<file path="src/rtl/dpd_pkg.sv">
package dpd_pkg;

  localparam int unsigned MaxBoards      = 8;
  localparam int unsigned ModuleWords    = 8;
  localparam int unsigned RecordOverhead = 3;
  localparam int unsigned MinDepth       = 8;
  localparam int unsigned MaxDepth       = 64;
  localparam int unsigned BlockBits      = 64;
  // input requests wait this long so derived config is settled when they are parsed
  localparam int unsigned PipeStages     = 3;

  typedef enum logic [1:0] {
    KIND_GRAD   = 2'd0,
    KIND_PULSE  = 2'd1,
    KIND_SAMPLE = 2'd2
  } kind_e;

  typedef enum logic [1:0] {
    CFG_BOARD_MASK      = 2'd0,
    CFG_CHANNEL_DEPTH   = 2'd1,
    CFG_BLOCKED_MODULES = 2'd2
  } cfg_idx_e;

  typedef struct packed {
    logic [6:0]           depth;
    logic [3:0]           boards;
    logic [9:0]           pulse_size;
    logic [9:0]           total;
    logic [9:0]           last_mod;
    logic [BlockBits-1:0] blocked;
  } cfg_t;

endpackage

</file>
<file path="src/rtl/dpd_cfg.sv">
module dpd_cfg
  import dpd_pkg::*;
(
  input  logic        clk_i,
  input  logic        rst_ni,
  input  logic        cfg_we_i,
  input  logic [1:0]  cfg_idx_i,
  input  logic [63:0] cfg_data_i,
  output cfg_t        cfg_o
);

  logic [7:0]           mask_q;
  logic [6:0]           depth_q;
  logic [BlockBits-1:0] blocked_q;

  cfg_t d1_d, d1_q, d2_d, d2_q;

  logic [3:0]  ones;
  logic [6:0]  depth_eff;
  logic [10:0] pulse_prod;
  logic [10:0] total_prod;

  always_ff @(posedge clk_i or negedge rst_ni) begin
    if (!rst_ni) begin
      mask_q    <= '0;
      depth_q   <= 7'(MaxDepth);
      blocked_q <= '0;
    end else if (cfg_we_i) begin
      case (cfg_idx_i)
        CFG_BOARD_MASK:      mask_q    <= cfg_data_i[7:0];
        CFG_CHANNEL_DEPTH:   depth_q   <= cfg_data_i[6:0];
        CFG_BLOCKED_MODULES: blocked_q <= cfg_data_i;
        default: ;
      endcase
    end
  end

  // stage 1: clamped depth, board count, pulse and sample totals
  always_comb begin
    ones = '0;
    for (int i = 0; i < 8; i++) begin
      ones = ones + 4'(mask_q[i]);
    end
    if (ones > 4'(MaxBoards)) ones = 4'(MaxBoards);

    depth_eff = depth_q;
    if (depth_q < 7'(MinDepth)) depth_eff = 7'(MinDepth);
    if (depth_q > 7'(MaxDepth)) depth_eff = 7'(MaxDepth);

    pulse_prod = 11'(ones) * (11'(depth_eff) + 11'(RecordOverhead));
    total_prod = 11'(ones) * 11'(depth_eff);

    d1_d            = '0;
    d1_d.depth      = depth_eff;
    d1_d.boards     = ones;
    d1_d.pulse_size = pulse_prod[9:0];
    d1_d.total      = total_prod[9:0];
    d1_d.blocked    = blocked_q;
  end

  // stage 2: highest module that is present and not blocked
  always_comb begin
    d2_d          = d1_q;
    d2_d.last_mod = '0;
    if (32'(d1_q.total) > BlockBits * ModuleWords) begin
      d2_d.last_mod = 10'((32'(d1_q.total) - 32'd1) / ModuleWords);
    end else begin
      for (int i = 0; i < BlockBits; i++) begin
        if ((i * ModuleWords) < int'(d1_q.total) && !d1_q.blocked[i]) begin
          d2_d.last_mod = 10'(i);
        end
      end
    end
  end

  always_ff @(posedge clk_i or negedge rst_ni) begin
    if (!rst_ni) begin
      d1_q <= '{depth: 7'(MaxDepth), default: '0};
      d2_q <= '{depth: 7'(MaxDepth), default: '0};
    end else begin
      d1_q <= d1_d;
      d2_q <= d2_d;
    end
  end

  assign cfg_o = d2_q;

endmodule

</file>
<file path="src/rtl/dpd_core.sv">
module dpd_core
  import dpd_pkg::*;
(
  input  logic        clk_i,
  input  logic        rst_ni,
  input  cfg_t        cfg_i,
  input  logic        in_valid_i,
  output logic        in_ready_o,
  input  logic        in_cmd_i,
  input  logic [31:0] in_word_i,
  output logic        out_valid_o,
  input  logic        out_ready_i,
  output kind_e       out_kind_o,
  output logic [31:0] out_value_o,
  output logic [8:0]  out_chan_o,
  output logic        out_eop_o,
  output logic [31:0] out_grad_o
);

  logic [29:0] pkt_left_q, pkt_left_d;
  logic [9:0]  pulse_left_q, pulse_left_d;
  logic [2:0]  bp_q, bp_d;
  logic [6:0]  wir_q, wir_d;
  logic [8:0]  kept_q, kept_d;
  logic [31:0] grad_cnt_q, grad_cnt_d;
  logic [31:0] prev_grad_q, prev_grad_d;
  logic        prev_valid_q, prev_valid_d;

  logic        out_valid_q;
  kind_e       kind_q, kind_d;
  logic [31:0] value_q;
  logic [8:0]  chan_q, chan_d;
  logic        eop_q, eop_d;
  logic [31:0] grad_q;

  logic        fire, emit;
  logic [29:0] words;
  logic        start;
  logic [9:0]  pulse_eff;
  logic [2:0]  bp_eff;
  logic [6:0]  r;
  logic [8:0]  kept_eff;
  logic [9:0]  g, m, g_rem;
  logic        blk, samp_eop;

  assign in_ready_o = !out_valid_q || out_ready_i;
  assign fire       = in_valid_i && in_ready_o;

  always_comb begin
    words = in_word_i[31:2];
    if (words == '0) words = 30'd1;
    start     = (pulse_left_q == '0);
    pulse_eff = start ? cfg_i.pulse_size : pulse_left_q;
    bp_eff    = start ? 3'd0 : bp_q;
    r         = start ? 7'd0 : wir_q;
    kept_eff  = start ? 9'd0 : kept_q;
  end

  // sample position across boards, module, end-of-pulse look-ahead
  always_comb begin
    g        = 10'(bp_eff) * 10'(cfg_i.depth) + 10'(r - 7'd2);
    m        = 10'(g / 10'(ModuleWords));
    g_rem    = 10'(g % 10'(ModuleWords));
    blk      = (m < 10'(BlockBits)) && cfg_i.blocked[m[5:0]];
    samp_eop = (g >= cfg_i.total) ||
               (((g_rem == 10'(ModuleWords - 1)) || (g == cfg_i.total - 10'd1)) &&
                (m == cfg_i.last_mod));
  end

  always_comb begin
    pkt_left_d   = pkt_left_q;
    pulse_left_d = pulse_left_q;
    bp_d         = bp_q;
    wir_d        = wir_q;
    kept_d       = kept_q;
    grad_cnt_d   = grad_cnt_q;
    prev_grad_d  = prev_grad_q;
    prev_valid_d = prev_valid_q;
    emit         = 1'b0;
    kind_d       = KIND_GRAD;
    chan_d       = '0;
    eop_d        = 1'b0;

    if (in_cmd_i) begin
      grad_cnt_d   = '0;
      prev_valid_d = 1'b0;
    end else if (pkt_left_q == '0) begin
      pkt_left_d   = words - 30'd1;
      pulse_left_d = '0;
    end else if (start && (cfg_i.pulse_size == '0 ||
                           pkt_left_q < 30'(cfg_i.pulse_size))) begin
      pkt_left_d = pkt_left_q - 30'd1;
    end else begin
      pkt_left_d = pkt_left_q - 30'd1;
      bp_d       = bp_eff;
      wir_d      = r;
      kept_d     = kept_eff;
      if (8'(r) >= 8'(cfg_i.depth) + 8'd2) begin
        // checksum closes the record
        wir_d = '0;
        bp_d  = bp_eff + 3'd1;
      end else begin
        if (r == 7'd0) begin
          if (bp_eff == '0) begin
            if (!prev_valid_q || in_word_i != prev_grad_q) begin
              grad_cnt_d   = grad_cnt_q + 32'd1;
              prev_grad_d  = in_word_i;
              prev_valid_d = 1'b1;
            end
            emit   = 1'b1;
            kind_d = KIND_GRAD;
          end
        end else if (r == 7'd1) begin
          if (bp_eff == '0) begin
            emit   = 1'b1;
            kind_d = KIND_PULSE;
          end
        end else if (!blk) begin
          emit   = 1'b1;
          kind_d = KIND_SAMPLE;
          chan_d = kept_eff;
          eop_d  = samp_eop;
          kept_d = kept_eff + 9'd1;
        end
        wir_d = r + 7'd1;
      end
      pulse_left_d = pulse_eff - 10'd1;
    end
  end

  always_ff @(posedge clk_i or negedge rst_ni) begin
    if (!rst_ni) begin
      pkt_left_q   <= '0;
      pulse_left_q <= '0;
      bp_q         <= '0;
      wir_q        <= '0;
      kept_q       <= '0;
      grad_cnt_q   <= '0;
      prev_grad_q  <= '0;
      prev_valid_q <= 1'b0;
      out_valid_q  <= 1'b0;
    end else begin
      if (fire) begin
        pkt_left_q   <= pkt_left_d;
        pulse_left_q <= pulse_left_d;
        bp_q         <= bp_d;
        wir_q        <= wir_d;
        kept_q       <= kept_d;
        grad_cnt_q   <= grad_cnt_d;
        prev_grad_q  <= prev_grad_d;
        prev_valid_q <= prev_valid_d;
      end
      if (in_ready_o) out_valid_q <= fire && emit;
    end
  end

  always_ff @(posedge clk_i) begin
    if (fire && emit) begin
      kind_q  <= kind_d;
      value_q <= in_word_i;
      chan_q  <= chan_d;
      eop_q   <= eop_d;
      grad_q  <= grad_cnt_d;
    end
  end

  assign out_valid_o = out_valid_q;
  assign out_kind_o  = kind_q;
  assign out_value_o = value_q;
  assign out_chan_o  = chan_q;
  assign out_eop_o   = eop_q;
  assign out_grad_o  = grad_q;

  a_pulse_in_packet: assert property (@(posedge clk_i) disable iff (!rst_ni)
    pulse_left_q != '0 |-> pkt_left_q >= 30'(pulse_left_q))
    else $error("pulse overruns packet");

  a_header_fields: assert property (@(posedge clk_i) disable iff (!rst_ni)
    out_valid_q && kind_q != KIND_SAMPLE |-> chan_q == '0 && !eop_q)
    else $error("header result carries sample fields");

  a_start_clears: assert property (@(posedge clk_i) disable iff (!rst_ni)
    fire && in_cmd_i |=> grad_cnt_q == '0 && !prev_valid_q && !out_valid_q)
    else $error("start request did not clear graduation tracking");

endmodule

</file>
<file path="src/rtl/detector_pulse_deframer_top.sv">
// Channel  | Dir | Signals               | Payload
// s_axis   | in  | tvalid/tready/tdata/tuser | tdata: stream_word; tuser: command
// m_axis   | out | tvalid/tready/tdata/tuser/tlast | tdata: value, channel_index,
//          |     |                       |   graduation_total; tuser: kind; tlast: end_of_pulse
// cfg      | in  | cfg_we_i/idx/data      | 0 board_mask, 1 samples_per_record, 2 blocked_modules
//
// One request per cycle sustained while m_axis_tready stays high.
// Three input stages cover the derived-config pipeline (d1, d2 registers), then a single
// parse stage updates the framing counters and loads the result register.
// Reset clears framing, graduation tracking, mask and blocks, sets depth 64; no clearing pass.
// A stalled m_axis backs up the stages; s_axis_tready falls only when all are full.
module detector_pulse_deframer_top
  import dpd_pkg::*;
(
  input  logic        clk_i,
  input  logic        rst_ni,
  input  logic        cfg_we_i,
  input  logic [1:0]  cfg_idx_i,
  input  logic [63:0] cfg_data_i,
  input  logic        s_axis_tvalid,
  output logic        s_axis_tready,
  input  logic [31:0] s_axis_tdata,   // [31:0] stream_word
  input  logic        s_axis_tuser,   // [0] command
  output logic        m_axis_tvalid,
  input  logic        m_axis_tready,
  output logic [79:0] m_axis_tdata,   // [31:0] value, [40:32] channel_index,
                                      // [72:41] graduation_total, [79:73] zero
  output logic [1:0]  m_axis_tuser,   // [1:0] kind
  output logic        m_axis_tlast    // end_of_pulse
);

  cfg_t cfg;

  logic [PipeStages-1:0] vld_q;
  logic [PipeStages-1:0] cmd_q;
  logic [31:0]           word_q [PipeStages];
  logic [PipeStages:0]   adv;

  logic        core_rdy;
  kind_e       kind;
  logic [31:0] value;
  logic [8:0]  chan;
  logic [31:0] grad;

  dpd_cfg u_cfg (
    .clk_i      (clk_i),
    .rst_ni     (rst_ni),
    .cfg_we_i   (cfg_we_i),
    .cfg_idx_i  (cfg_idx_i),
    .cfg_data_i (cfg_data_i),
    .cfg_o      (cfg)
  );

  always_comb begin
    adv[PipeStages] = core_rdy;
    for (int k = PipeStages - 1; k >= 0; k--) begin
      adv[k] = !vld_q[k] || adv[k+1];
    end
  end

  assign s_axis_tready = adv[0];

  always_ff @(posedge clk_i or negedge rst_ni) begin
    if (!rst_ni) begin
      vld_q <= '0;
    end else begin
      if (adv[0]) vld_q[0] <= s_axis_tvalid;
      for (int k = 1; k < PipeStages; k++) begin
        if (adv[k]) vld_q[k] <= vld_q[k-1];
      end
    end
  end

  always_ff @(posedge clk_i) begin
    if (adv[0]) begin
      cmd_q[0]  <= s_axis_tuser;
      word_q[0] <= s_axis_tdata;
    end
    for (int k = 1; k < PipeStages; k++) begin
      if (adv[k]) begin
        cmd_q[k]  <= cmd_q[k-1];
        word_q[k] <= word_q[k-1];
      end
    end
  end

  dpd_core u_core (
    .clk_i       (clk_i),
    .rst_ni      (rst_ni),
    .cfg_i       (cfg),
    .in_valid_i  (vld_q[PipeStages-1]),
    .in_ready_o  (core_rdy),
    .in_cmd_i    (cmd_q[PipeStages-1]),
    .in_word_i   (word_q[PipeStages-1]),
    .out_valid_o (m_axis_tvalid),
    .out_ready_i (m_axis_tready),
    .out_kind_o  (kind),
    .out_value_o (value),
    .out_chan_o  (chan),
    .out_eop_o   (m_axis_tlast),
    .out_grad_o  (grad)
  );

  assign m_axis_tuser = kind;
  assign m_axis_tdata = {7'd0, grad, chan, value};

endmodule

</file>
<file path="config.mk">
export PLATFORM = sky130hd
export DESIGN_NAME = detector_pulse_deframer_top
export DESIGN_NICKNAME = d
export VERILOG_FILES = /design/src/rtl/dpd_pkg.sv /design/src/rtl/dpd_cfg.sv /design/src/rtl/dpd_core.sv /design/src/rtl/detector_pulse_deframer_top.sv
export SDC_FILE = /design/constraint.sdc
export NUM_CORES = 1
export LEC_CHECK = 0
export ABC_AREA = 1
export BUFFER_PORTS_ARGS = -buffer_cell sky130_fd_sc_hd__buf_2
export CAP_MARGIN = 15
export CORE_ASPECT_RATIO = 0.7
export CORE_MARGIN = 5
export CORE_UTILIZATION = 54
export DETAILED_ROUTE_END_ITERATION = 16
export GPL_TIMING_DRIVEN = 0
export PLACE_DENSITY = 0.81
export REMOVE_ABC_BUFFERS = 1
export SYNTH_ARGS = -nofsm -noshare
export SYNTH_HDL_FRONTEND = slang
export SYNTH_SLANG_ARGS = --single-unit
</file>
<file path="constraint.sdc">
create_clock -name clk_i -period 13.29 [get_ports clk_i]
set_input_delay 1.9935 -clock clk_i [delete_from_list [all_inputs] [get_ports clk_i]]
set_output_delay 1.9935 -clock clk_i [all_outputs]
set_load 0.02 [all_outputs]
</file>
==> impl_metrics.env <==
export IMPL_status="completed"
export IMPL_ys_types=65
export IMPL_synth_top_family_by_area="simple AND/OR/NAND/NOR gates"
export IMPL_track_usage_pct=22.54
export IMPL_clock_skew_ns=0.01676
export IMPL_io_pins=189
export IMPL_grt_overflow_total=0
export IMPL_synth_edf_count=175
export IMPL_io_buffers=181
export IMPL_slowest_stage="o311ai_0"
export IMPL_areaGrowthSynthToFinish_pct=13.79
export IMPL_cts_tree="built"
export IMPL_final_cell_mix="nand2_1, dfrtp_1, inv_1, nor2_1, buf_2"
export IMPL_synth_fa_ha_area_share_pct=6.675
export IMPL_grt_pass1_wl_mm=97.98
export IMPL_syn_area_mm2=0.02651
export IMPL_cts_setup_buffers=0
export IMPL_regArea_mm2=0.01519
export IMPL_crit_required_ns=13.57
export IMPL_whs_endpoint="u_cfg.cfg_o[101]"
export IMPL_die_w_um=274.8
export IMPL_yosys_warnings=0
export IMPL_finalHoldViolCount=0
export IMPL_leakagePower_nw=14.15
export IMPL_peakVddDrop_mv=0.2618
export IMPL_final_common_cell="nand2_1"
export IMPL_cts_buffer_depth=3
export IMPL_via_per_inst=5.454
export IMPL_min_delay_path_depth=0
export IMPL_setup_ws_ns=4.424
export IMPL_rsz0062_at_grt="no"
export IMPL_reg2regPathDepth=25
export IMPL_clock_fmax_mhz=112.8
export IMPL_pre_cts_slack_ns=3.913
export IMPL_num_vias=19200
export IMPL_cts_sinks=572
export IMPL_grt_pass1_vias=18970
export IMPL_routed_wl_mm=60.81
export IMPL_max_stage_delay_ns=0.76
export IMPL_postLayoutCellArea_mm2=0.03016
export IMPL_clk_pin_slew_ns=0.06
export IMPL_period_minus_slack_ns=8.866
export IMPL_cts_buffers=54
export IMPL_syn_area_per_cell_um2=10.08
export IMPL_dpl_cell_area_mm2=0.02824
export IMPL_finalCritPeriodShare_pct=66.72
export IMPL_setup_viol_count_final=0
export IMPL_hold_start="u_cfg.d1_q[101]"
export IMPL_muxShareOfSynthArea_pct=2.870
export IMPL_place_gp_congestion=0.9714
export IMPL_critPathMaxFanout=51
export IMPL_seq_area_frac_synth_pct=57.32
export IMPL_insertion_delay_ns=0.60
export IMPL_die_area_mm2=0.05368
export IMPL_synth_simple_area_share_pct=15.35
export IMPL_maxCapViolCount=0
export IMPL_cts_root_buf="clkbuf_16"
export IMPL_path_class="flip-flop to flip-flop"
export IMPL_drt_pre_antenna_iters=6
export IMPL_whs_ns=0.3439
export IMPL_antenna_found_initial=0
export IMPL_syn_inst=2630
export IMPL_rows=67
export IMPL_wl_per_cell_um=17.27
export IMPL_power_total_mw=8.346
export IMPL_synth_xor_area_share_pct=3.337
export IMPL_crit_top_cell="nor2_1"
export IMPL_multi_input_area_mm2=0.009722
export IMPL_coreArea_mm2=0.04820
export IMPL_r2r_slack_ns=4.42
export IMPL_nFillCells=3678
export IMPL_hold_class="flip-flop to flip-flop"
export IMPL_yosys_register_bits=572
export IMPL_worstPathArrival_ns=9.15
export IMPL_antenna_cells=0
export IMPL_ant_nets=0
export IMPL_cts_resized_gates=0
export IMPL_cp_end_kind="flip-flop"
export IMPL_ys_async_sr_fraction_pct=69.41
export IMPL_ctsHoldBuffers=0
export IMPL_startpoint_type="flip-flop"
export IMPL_synth_ff_type="dfrtp_1"
export IMPL_p_per_area_mw_per_mm2=276.7
export IMPL_synth_compound_area_share_pct=8.223
export IMPL_drive_gt1_share_pct=14.34
export IMPL_start_util_pct=54.99
export IMPL_grt_max_degree=134
export IMPL_slew_viol_final=0
export IMPL_max_slew_margin_pct=27.69
export IMPL_die_h_um=195.4
export IMPL_drc=0
export IMPL_place_hpwl_mm=43.57
export IMPL_worst_pin_slew_ns=1.077
export IMPL_h_tree_depth=2
export IMPL_r2r_start="u_core.pulse_left_q[5]"
export IMPL_drt_iter0_drc=1948
export IMPL_timing_rr_end="u_core.out_value_o[8]"
export IMPL_setup_tns_ns=0
export IMPL_nNetsFinal=3044
how the worst max path moves through the flow:
| stage | startpoint | to | slack (ns) |
|---|---|---|---|
| 2_1_floorplan | u_core.pulse_left_q[5] | u_core.out_chan_o[0] | 5.42 |
| 3_3_place_gp | u_core.pulse_left_q[5] | u_core.out_value_o[8] | 2.22 |
| 3_5_place_dp | u_core.pulse_left_q[5] | u_core.out_value_o[8] | 3.91 |
| 4_1_cts | u_core.pulse_left_q[5] | u_core.out_value_o[27] | 3.88 |
| 5_1_grt | u_core.pulse_left_q[5] | u_core.out_value_o[6] | 3.95 |
| 6_report | u_core.pulse_left_q[5] | u_core.out_value_o[8] | 4.42 |
state kept, by name, summed over array words and instances, names as in the netlist, 2 cells and up:
signal / count
u_core.prev_grad_q: 32
u_cfg.mask_q: 8
vld_q: 3
u_core.grad_cnt_q: 32
u_core.out_kind_o: 2
u_core.pkt_left_q: 30
word_q: 96
u_cfg.depth_q: 7
u_core.kept_q: 9
cmd_q: 3
u_cfg.d1_q: 91
u_core.out_value_o: 32
u_core.out_chan_o: 9
u_core.out_grad_o: 32
u_core.wir_q: 7
u_core.pulse_left_q: 10
u_core.bp_q: 3
u_cfg.cfg_o: 99
u_cfg.blocked_q: 64
critical path: cells and delay by family (launching register included):
family	cells	cell delay, ns
AO/OA/AOI/OAI	2	1.02
adder cells (fa/ha/maj)	3	1.46
buffers and inverters	5	1.83
flip-flops	1	0.41
AND/OR/NAND/NOR	15	3.73
logic make-up (layout without fill, tap and decap cells):
group                      after synthesis  after routing
xor gates and xnor gates               101            101
buffers and inverters                  428            655
adders and majority gates              118            118
and+or+nand+nor                        961            961
AOI/OAI and AO/OA                      381            381
muxes                                   68             68
other                                    1             10
DFF                                    572            572
through the flow:
step	utilization [%]	cells
global route	62.57	3521
finish	62.57	3521
global placement	58.05	3410
detailed placement	58.58	3419
floorplan	-	2574
CTS	62.50	3519
power breakdown:
group          switching [mW]  internal [mW]  total [mW]
sequential              0.247           2.31        2.56
clock                   0.686          0.933        1.62
combinational            2.81           1.36        4.17
total                    3.74           4.60        8.35
final cells by class:
type,count,area share (%)
flip-flops and latches,572,50.38
multi-input cells,1639,32.23
clock buffers,63,4.829
inverters,363,4.518
repair buffers,192,3.883
well taps,655,2.717
clock inverters,37,1.444
Yosys cell counts (all sizes together), types with 63 or more instances:
cell	number	area [um2]
nand3	63	335.3
edfxtp	175	5255
o21ai	178	902.1
nor2	266	1031
a21oi	111	559.3
nand2	482	1824
inv	360	1351
ha	79	988.5
mux2	64	720.7
dfrtp	394	9859
nor3	79	426.7
xor2	73	639.4
layer usage:
metal	vias to the layer above	GRT usage [%]	part of all wire [%]
met3	136	4.036	7.7
met2	731	34.06	45
met4	0	6.206	2.4
li1	9001	-	-
met1	9334	33.99	45
met5	-	0	0
(Power assumes the default switching activity.)
